File: config.mk
export PLATFORM = sky130hd
export DESIGN_NAME = lane_tangent_steer_error
export DESIGN_NICKNAME = d
export VERILOG_FILES = /design/src/hdl/lts_pkg.sv /design/src/hdl/lane_tangent_steer_error.sv
export SDC_FILE = /design/constraint.sdc
export NUM_CORES = 1
export LEC_CHECK = 0
export ABC_AREA = 1
export BUFFER_PORTS_ARGS = -buffer_cell sky130_fd_sc_hd__buf_2
export CORE_MARGIN = 8
export CORE_UTILIZATION = 57
export CTS_CLUSTER_DIAMETER = 80
export DETAILED_ROUTE_END_ITERATION = 6
export GPL_ROUTABILITY_DRIVEN = 0
export PLACE_DENSITY = 0.85
export SETUP_SLACK_MARGIN = 0.15
export SYNTH_ARGS = -nofsm -noshare
export SYNTH_HDL_FRONTEND = slang
export SYNTH_SLANG_ARGS = --single-unit
export TNS_END_PERCENT = 20
File: constraint.sdc
create_clock -name i_clk -period 8.1 [get_ports i_clk]
set_input_delay 0.405 -clock i_clk [delete_from_list [all_inputs] [get_ports i_clk]]
set_output_delay 0.405 -clock i_clk [all_outputs]
set_load 0.005 [all_outputs]
File: src/hdl/lts_pkg.sv
// ----------------------------------------------------------------------------
// Lane tangent steering error: package
// Beat types, register codes and fixed constants of the block.
// ----------------------------------------------------------------------------
package lts_pkg;

    // Row window of one frame.
    localparam logic [6:0] FIRST_ROW    = 7'd30;
    localparam logic [6:0] ROW_END      = 7'd80;
    localparam logic [6:0] LOST_ROW_MIN = 7'd40;
    localparam logic [6:0] ROW_MAX      = 7'd127;

    // Lost-edge counting.
    localparam logic [7:0] TRACK_COUNT_LIM = 8'd75;
    localparam logic [3:0] LOST_MAX        = 4'd10;

    // Slope jump window.
    localparam logic signed [16:0] JUMP_LIM = 17'sd400;

    // Frame-start slope values.
    localparam logic signed [15:0] LEFT_BEST_INIT  = 16'sh8000;
    localparam logic signed [15:0] RIGHT_BEST_INIT = 16'sh7FFF;

    // Register reset values.
    localparam logic [7:0] NEAR_LIMIT_RST  = 8'd0;
    localparam logic [7:0] FAR_LIMIT_RST   = 8'd255;
    localparam logic [6:0] DEFAULT_ROW_RST = 7'd80;
    localparam logic [7:0] STEP_LIMIT_RST  = 8'd30;
    localparam logic [9:0] ERR_LIMIT_RST   = 10'd200;

    localparam int CFG_IDX_W  = 3;
    localparam int CFG_DATA_W = 10;

    typedef enum logic [CFG_IDX_W-1:0] {
        CFG_NEAR_LIMIT  = 3'd0,
        CFG_FAR_LIMIT   = 3'd1,
        CFG_DEFAULT_ROW = 3'd2,
        CFG_STEP_LIMIT  = 3'd3,
        CFG_ERR_LIMIT   = 3'd4
    } t_cfg_idx;

    typedef struct packed {
        logic [7:0]         left_row_pos;
        logic [7:0]         right_row_pos;
        logic signed [15:0] left_slope;
        logic signed [15:0] right_slope;
        logic               left_missing;
        logic               right_missing;
        logic               plain_track;
        logic [7:0]         track_count_now;
        logic               last_row;
    } t_in_beat;

    typedef struct packed {
        logic signed [10:0] steer_err;
        logic [6:0]         left_tangent_row;
        logic [6:0]         right_tangent_row;
    } t_out_beat;

endpackage

File: src/hdl/lane_tangent_steer_error.sv
// ----------------------------------------------------------------------------
// Lane tangent steering error
// Per-row tangent slope tracking with a rate-limited, clamped frame error.
// ----------------------------------------------------------------------------
// One row beat is taken per clock while results drain. A row beat is
// registered in A, then updates the frame state as it leaves A (best and
// committed slopes, tangent rows, lost runs, row counter, scan stop) through
// a single compare/add layer that feeds back on itself every cycle. On the
// frame's last row the committed slope sum and the tangent rows move to a
// second register; the step limit against the previous frame's error and the
// magnitude clamp are applied on the way into the result register. A result
// beat therefore passes through A, B and the result register in turn.
// Rows that cause no result never wait on the output side; a last row waits
// only while both result stages are full. Configuration writes are taken in
// any cycle and act on the following rows; default_row takes effect at the
// next frame start.
module lane_tangent_steer_error
    import lts_pkg::*;
(
    input  logic                  i_clk,
    input  logic                  i_rst_n,

    input  logic                  i_in_valid,
    output logic                  o_in_ready,
    input  t_in_beat              i_in_beat,

    output logic                  o_out_valid,
    input  logic                  i_out_ready,
    output t_out_beat             o_out_beat,

    input  logic                  i_cfg_valid,
    output logic                  o_cfg_ready,
    input  logic [CFG_IDX_W-1:0]  i_cfg_index,
    input  logic [CFG_DATA_W-1:0] i_cfg_data
);

    // ------------------------------------------------------------------
    // Configuration registers
    // ------------------------------------------------------------------
    logic [7:0] r_near_limit;
    logic [7:0] r_far_limit;
    logic [6:0] r_default_row;
    logic [7:0] r_step_limit;
    logic [9:0] r_err_limit;

    assign o_cfg_ready = 1'b1;

    always_ff @(posedge i_clk) begin
        if (!i_rst_n) begin
            r_near_limit  <= NEAR_LIMIT_RST;
            r_far_limit   <= FAR_LIMIT_RST;
            r_default_row <= DEFAULT_ROW_RST;
            r_step_limit  <= STEP_LIMIT_RST;
            r_err_limit   <= ERR_LIMIT_RST;
        end else if (i_cfg_valid) begin
            unique case (i_cfg_index)
                CFG_NEAR_LIMIT:  r_near_limit  <= i_cfg_data[7:0];
                CFG_FAR_LIMIT:   r_far_limit   <= i_cfg_data[7:0];
                CFG_DEFAULT_ROW: r_default_row <= i_cfg_data[6:0];
                CFG_STEP_LIMIT:  r_step_limit  <= i_cfg_data[7:0];
                CFG_ERR_LIMIT:   r_err_limit   <= i_cfg_data[9:0];
                default: ;  // writes past the list are dropped
            endcase
        end
    end

    // ------------------------------------------------------------------
    // Pipeline handshake
    //   A: input register, B: committed sum of a finished frame,
    //   C: result register (rate limit and clamp applied on entry).
    // ------------------------------------------------------------------
    logic     r_a_valid;
    t_in_beat r_a;
    logic     r_b_valid;
    logic     r_out_valid;
    logic     c_ready;
    logic     b_ready;
    logic     b_go;
    logic     a_go;

    assign c_ready    = !r_out_valid || i_out_ready;
    assign b_ready    = !r_b_valid || c_ready;
    assign b_go       = r_b_valid && c_ready;
    // Only a last row needs room downstream.
    assign a_go       = r_a_valid && (!r_a.last_row || b_ready);
    assign o_in_ready = !r_a_valid || a_go;

    always_ff @(posedge i_clk) begin
        if (!i_rst_n) begin
            r_a_valid <= 1'b0;
        end else if (o_in_ready) begin
            r_a_valid <= i_in_valid;
        end
    end

    always_ff @(posedge i_clk) begin
        if (o_in_ready && i_in_valid) begin
            r_a <= i_in_beat;
        end
    end

    // ------------------------------------------------------------------
    // Frame state
    // ------------------------------------------------------------------
    logic signed [15:0] r_left_best,      n_left_best;
    logic signed [15:0] r_right_best,     n_right_best;
    logic signed [15:0] r_left_committed, n_left_committed;
    logic signed [15:0] r_right_committed, n_right_committed;
    logic [6:0]         r_left_row_sel,   n_left_row_sel;
    logic [6:0]         r_right_row_sel,  n_right_row_sel;
    logic [3:0]         r_left_lost_run,  n_left_lost_run;
    logic [3:0]         r_right_lost_run, n_right_lost_run;
    logic [6:0]         r_row_counter,    n_row_counter;
    logic               r_scan_stopped,   n_scan_stopped;

    logic [8:0]         pos_sum;
    logic [11:0]        pos_sum_x5;
    logic [11:0]        pos_sum_x2;
    logic [11:0]        near_x8;
    logic [11:0]        far_x5;
    logic               scan_on;
    logic               counting;
    logic               lost_rows;
    logic               left_active;
    logic               right_active;
    logic signed [16:0] left_jump;
    logic signed [16:0] right_jump;
    logic               left_take;
    logic               right_take;
    logic               stop;

    always_comb begin
        pos_sum    = {1'b0, r_a.left_row_pos} + {1'b0, r_a.right_row_pos};
        pos_sum_x5 = {1'b0, pos_sum, 2'b00} + {3'b000, pos_sum};
        pos_sum_x2 = {2'b00, pos_sum, 1'b0};
        near_x8    = {1'b0, r_near_limit, 3'b000};
        far_x5     = {2'b00, r_far_limit, 2'b00} + {4'b0000, r_far_limit};

        // Near rows are skipped; rows past the window or after a stop are ignored.
        scan_on   = !r_scan_stopped && (r_row_counter < ROW_END)
                    && !(pos_sum_x5 < near_x8);
        counting  = r_a.plain_track && (r_a.track_count_now < TRACK_COUNT_LIM);
        lost_rows = r_row_counter > LOST_ROW_MIN;

        left_active  = r_left_lost_run < LOST_MAX;
        right_active = r_right_lost_run < LOST_MAX;

        // Jump check uses the best held before this row.
        left_jump  = {r_left_best[15], r_left_best}
                   - {r_left_committed[15], r_left_committed};
        right_jump = {r_right_best[15], r_right_best}
                   - {r_right_committed[15], r_right_committed};

        left_take  = scan_on && left_active && (r_a.left_slope > r_left_best)
                     && (left_jump < JUMP_LIM) && (left_jump > -JUMP_LIM);
        right_take = scan_on && right_active && (r_a.right_slope < r_right_best)
                     && (right_jump < JUMP_LIM) && (right_jump > -JUMP_LIM);

        n_left_lost_run = r_left_lost_run;
        if (scan_on && left_active && lost_rows) begin
            n_left_lost_run = (r_a.left_missing && counting) ?
                              r_left_lost_run + 4'd1 : 4'd0;
        end
        n_right_lost_run = r_right_lost_run;
        if (scan_on && right_active && lost_rows) begin
            n_right_lost_run = (r_a.right_missing && counting) ?
                               r_right_lost_run + 4'd1 : 4'd0;
        end

        n_left_best     = left_take  ? r_a.left_slope  : r_left_best;
        n_left_row_sel  = left_take  ? r_row_counter   : r_left_row_sel;
        n_right_best    = right_take ? r_a.right_slope : r_right_best;
        n_right_row_sel = right_take ? r_row_counter   : r_right_row_sel;

        // Crossed slopes or a far row end the scan; otherwise commit.
        stop = (n_left_best > n_right_best) || (pos_sum_x2 > far_x5);

        n_scan_stopped    = r_scan_stopped;
        n_left_committed  = r_left_committed;
        n_right_committed = r_right_committed;
        if (scan_on) begin
            if (stop) begin
                n_scan_stopped = 1'b1;
            end else begin
                n_left_committed  = n_left_best;
                n_right_committed = n_right_best;
            end
        end

        n_row_counter = (r_row_counter < ROW_MAX) ? r_row_counter + 7'd1 : r_row_counter;
    end

    always_ff @(posedge i_clk) begin
        if (!i_rst_n) begin
            r_left_best       <= LEFT_BEST_INIT;
            r_right_best      <= RIGHT_BEST_INIT;
            r_left_committed  <= '0;
            r_right_committed <= '0;
            r_left_row_sel    <= DEFAULT_ROW_RST;
            r_right_row_sel   <= DEFAULT_ROW_RST;
            r_left_lost_run   <= '0;
            r_right_lost_run  <= '0;
            r_row_counter     <= FIRST_ROW;
            r_scan_stopped    <= 1'b0;
        end else if (a_go) begin
            if (r_a.last_row) begin
                // frame start
                r_left_best       <= LEFT_BEST_INIT;
                r_right_best      <= RIGHT_BEST_INIT;
                r_left_committed  <= '0;
                r_right_committed <= '0;
                r_left_row_sel    <= r_default_row;
                r_right_row_sel   <= r_default_row;
                r_left_lost_run   <= '0;
                r_right_lost_run  <= '0;
                r_row_counter     <= FIRST_ROW;
                r_scan_stopped    <= 1'b0;
            end else begin
                r_left_best       <= n_left_best;
                r_right_best      <= n_right_best;
                r_left_committed  <= n_left_committed;
                r_right_committed <= n_right_committed;
                r_left_row_sel    <= n_left_row_sel;
                r_right_row_sel   <= n_right_row_sel;
                r_left_lost_run   <= n_left_lost_run;
                r_right_lost_run  <= n_right_lost_run;
                r_row_counter     <= n_row_counter;
                r_scan_stopped    <= n_scan_stopped;
            end
        end
    end

    // ------------------------------------------------------------------
    // Stage B: finished frame (slope sum and tangent rows)
    // ------------------------------------------------------------------
    logic signed [16:0] r_b_sum;
    logic [6:0]         r_b_left_row;
    logic [6:0]         r_b_right_row;
    logic               a_emit;

    assign a_emit = a_go && r_a.last_row;

    always_ff @(posedge i_clk) begin
        if (!i_rst_n) begin
            r_b_valid <= 1'b0;
        end else if (b_ready) begin
            r_b_valid <= a_emit;
        end
    end

    always_ff @(posedge i_clk) begin
        if (a_emit) begin
            r_b_sum       <= {n_left_committed[15], n_left_committed}
                           + {n_right_committed[15], n_right_committed};
            r_b_left_row  <= n_left_row_sel + 7'd1;
            r_b_right_row <= n_right_row_sel + 7'd1;
        end
    end

    // ------------------------------------------------------------------
    // Stage C: step limit against the previous frame, then clamp
    // ------------------------------------------------------------------
    logic signed [10:0] r_prev_err;
    logic signed [17:0] prev_x;
    logic signed [17:0] step_x;
    logic signed [17:0] lim_x;
    logic signed [17:0] err_delta;
    logic signed [17:0] err_step;
    logic signed [17:0] err_clamp;
    t_out_beat          r_out;

    always_comb begin
        prev_x    = {{7{r_prev_err[10]}}, r_prev_err};
        step_x    = {10'd0, r_step_limit};
        lim_x     = {8'd0, r_err_limit};
        err_delta = {r_b_sum[16], r_b_sum} - prev_x;
        if (err_delta > step_x) begin
            err_step = prev_x + step_x;
        end else if (err_delta < -step_x) begin
            err_step = prev_x - step_x;
        end else begin
            err_step = {r_b_sum[16], r_b_sum};
        end
        if (err_step > lim_x) begin
            err_clamp = lim_x;
        end else if (err_step < -lim_x) begin
            err_clamp = -lim_x;
        end else begin
            err_clamp = err_step;
        end
    end

    always_ff @(posedge i_clk) begin
        if (!i_rst_n) begin
            r_out_valid <= 1'b0;
            r_prev_err  <= '0;
        end else begin
            if (c_ready) begin
                r_out_valid <= r_b_valid;
            end
            if (b_go) begin
                r_prev_err <= err_clamp[10:0];
            end
        end
    end

    always_ff @(posedge i_clk) begin
        if (b_go) begin
            r_out.steer_err         <= err_clamp[10:0];
            r_out.left_tangent_row  <= r_b_left_row;
            r_out.right_tangent_row <= r_b_right_row;
        end
    end

    assign o_out_valid = r_out_valid;
    assign o_out_beat  = r_out;

endmodule

==> impl_metrics.yaml <==
worst_hold_path:
  hold_path.class: "input pin to register"
  holdPathEnd: "r_a[40]$_DFFE_PP_"
  hold_depth: 1
  hp-start: "i_in_beat[40]"
logic_synthesis:
  ys.flop_type: "dfxtp_1"
  synth_area_um2: 20100
  yosysTopAreaCell: "edfxtp_1"
  async_flop_share_pct: 0
  yosys_warnings: 0
  yosys-top-cells-area: "edfxtp_1 17%, dfxtp_1 15%, ha_1 14%"
  avgSynthCellArea_um2: 7.26
  syn_nets: 3074
  synth_edf_count: 116
  ys_seq_area_share_pct: 32.2
  synth_top_cell_area_share_pct: 17.4
  ys_ff_latch: 265
  syn_inst: 2765
  yosys.cell_types.count: 58
final_layout:
  final_cell_mix: "677 x nand2_1, 356 x inv_1, 236 x a21oi_1"
  design_area_um2: 23900
  drive_gt1_share_pct: 13.8
  final_common_cell: "nand2_1"
  nets: 3310
  num_antenna_cells: 0
  syn2layout_area_growth_pct: 19.0
critical_path:
  slowest_stage: "edfxtp_1"
  worst_r2r_endpoint: "r_b_sum[15]$_DFFE_PP_"
  r2r_cells: 56
  crit_buf_inv: 7
  critical_path_required_ns: 8.41
  critical_path.max_stage_delay_ns: 0.48
  cp.arrival_ns: 8.94
  critPathTopFamily: "compound AO/OA/AOI/OAI gates"
  cp_max_fo: 29
  r2r_slack_ns: -0.53
  cp-end-kind: "register"
  critPathKind: "register to register"
  start_kind: "register"
  crit_top_cell: "nand2_1"
  reg2reg_from: "r_a[55]$_DFFE_PP_"
die:
  boundaryPins: 106
  core-area_um2: 34600
  start_util_pct: 58.0
  dieArea_um2: 41500
  die-width_um: 204
  die_h_um: 204
  row_count: 68
clock_tree:
  cts_buffer_depth: 3
  tritoncts: "done"
  clk_pin_slew_worst_paths_ns: 0.07
  numCtsBuffers: 31
  numClockSinks: 265
  clock_latency_ns: 0.61
  htreeDepth: 1
  cts_root_buf: "clkbuf_16"
global_routing:
  antenna_found_initial: 1
  grt_first_pass_wirelength_um: 100000
  top_usage_layer: "met2"
  grt_start_max_net_pins: 91
  gr-usage-all-layers_pct: 29.1
  grt_pass1_vias: 20100
  grt_use_met1_pct: 34.2
  use_met2_pct: 49.2
  met3_usage_pct: 5.47
  overflow: 0
power_and_ir_drop:
  power_mw: 7.50
  vdd_drop_max_mv: 0.217
  leakagePower_nw: 11.3
  cellPowerDensity_nw_per_um2: 314
routing:
  drc_errors: 13
  wirelength_um: 67400
  drt_iter0_drc: 2769
  vias_per_cell: 6.12
  vias: 21300
  avgRoutedWirePerCell_um: 19.4
  antenna_left: 0
  dr.pass1.iters: 7
status:
  violations: "DRC, setup timing"
  outcome: "finished, violations left"
timing:
  setup_violations: 9
  slew_headroom_pct: 29.2
  timing.fmax_mhz: 116
  finalWorstSetupSlack_ns: -0.532
  fin_crit_sh_pct: 107
  worstMarginPinSlew_ns: 1.06
  fin_skew_ns: 0.0489
  rsz0062_at_grt: "true"
  min_period_ns: 8.63
  drv_slew: 0
  hold_violations: 0
run:
  drv_cap: 0
place:
  placed_area_um2: 21400
  port_buffers: 104
  dpl.hpwl_um: 43900
==> state kept, by name (all words and copies together) (netlist names), 8 cells and up <==
| signal | count |
|---|---|
| r_step_limit | 8 |
| r_far_limit | 8 |
| r_err_limit | 10 |
| r_left_committed | 16 |
| o_out_beat | 25 |
| r_near_limit | 8 |
| r_left_best | 16 |
| r_b_sum | 17 |
| r_prev_err | 11 |
| r_right_committed | 16 |
| r_right_best | 16 |
| r_a | 60 |
==> kinds of logic (layout without fill, tap and decap cells) <==
| family | count (synthesis) | count (layout) | synth area share [%] |
|---|---|---|---|
| other | 1 | 1 | 0.0187 |
| adder cells (fa/ha/maj) | 231 | 231 | 14.7 |
| flip-flops | 265 | 265 | 32.2 |
| AO/OA/AOI/OAI | 511 | 511 | 13.8 |
| XOR/XNOR | 79 | 79 | 3.48 |
| buffers and inverters | 433 | 693 | 8.48 |
| AND/OR/NAND/NOR | 1245 | 1246 | 27.3 |
==> report_power, final <==
group          internal (mW)  switching, mW  total [mW]
Combinational           1.70           2.64        4.34
Sequential              1.59         0.0928        1.68
Clock                  0.867          0.609        1.48
==> per-layer routing <==
layer / vias to the layer above / part of all wire (%) / wire length (um)
met4: 0 / 7.7 / 5220
met5: - / 0 / 0
met3: 467 / 11 / 7440
met1: 9643 / 35 / 23700
li1: 9689 / - / -
met2: 1514 / 46 / 31100
==> synth_stat cells (4+ instances only) <==
cell,number
buf_4,4
o22ai_1,6
edfxtp_1,116
o21a_1,11
nor2_2,6
buf_2,13
o211ai_1,20
a21oi_2,4
o21ai_2,5
nand2_1,694
nor3_1,26
and2_1,39
xnor2_1,21
dfxtp_1,149
inv_1,360
nand3b_1,16
ha_1,222
o21ai_0,153
xor2_1,57
nand3_1,210
nor4_1,5
o21bai_1,8
buf_6,4
clkbuf_1,40
o21ai_1,25
nand4_1,32
a31oi_1,7
nand2_2,23
a21oi_1,250
a21o_1,7
nand3_2,11
nor2_1,166
inv_2,7
fa_1,9
==> stage by stage <==
step | setup slack (ns) | hold slack [ns] | cells | utilization, % | TNS, ns
floorplan | 0.188 | 0.400 | 2765 | - | 0
detailed placement | -0.324 | 0.406 | 3334 | 61.9 | -1.16
finish | -0.532 | 0.0227 | 3481 | 69.0 | -2.61
global route | -0.776 | 0.0171 | 3481 | 69.0 | -4.95
global placement | 0.104 | 0.403 | 3334 | 61.9 | 0
CTS | 0.162 | 0.00247 | 3463 | 67.6 | 0
==> worst register-to-register path: cells and delay by family (launching register included) <==
| kind | cells | cell delay [ns] |
|---|---|---|
| compound gates | 17 | 2.59 |
| xor+xnor | 3 | 0.47 |
| flops | 1 | 0.48 |
| buf+inv | 7 | 0.92 |
| fa+ha+maj | 5 | 1.44 |
| simple gates | 24 | 2.46 |
==> final cells by class <==
cell class	instances	area (um^2)
multi-input combinational	2068	12500
sequential	265	6470
inverter	369	1390
fill	2447	10700
clock buffer	37	828
tap	455	569
timing repair buffer	266	1930
clock inverter	21	253
==> worst max-delay path by stage <==
stage	start	end	slack [ns]	cells after the start
global placement	r_a[44]$_DFFE_PP_	r_b_sum[14]$_DFFE_PP_	0.10	55
global route	r_a[55]$_DFFE_PP_	r_b_sum[15]$_DFFE_PP_	-0.78	56
finish	r_a[55]$_DFFE_PP_	r_b_sum[15]$_DFFE_PP_	-0.53	56
floorplan	r_a[44]$_DFFE_PP_	r_b_sum[14]$_DFFE_PP_	0.19	58
CTS	r_a[52]$_DFFE_PP_	r_b_sum[15]$_DFFE_PP_	0.16	57
detailed placement	r_a[52]$_DFFE_PP_	r_b_sum[14]$_DFFE_PP_	-0.32	55
==> timing repair <==
| action | 4_1_cts | 5_1_grt |
|---|---|---|
| gates resized for setup | 50 | 81 |
| pin swaps | 31 | 56 |
| hold buffers | 57 | 1 |
| hold endpoints to repair | 57 | 1 |
| setup buffers | 12 | 17 |
| setup endpoints to repair | 7 | 13 |
| cloned | 2 | 0 |
Note: power is estimated with default switching activity, not from simulation.
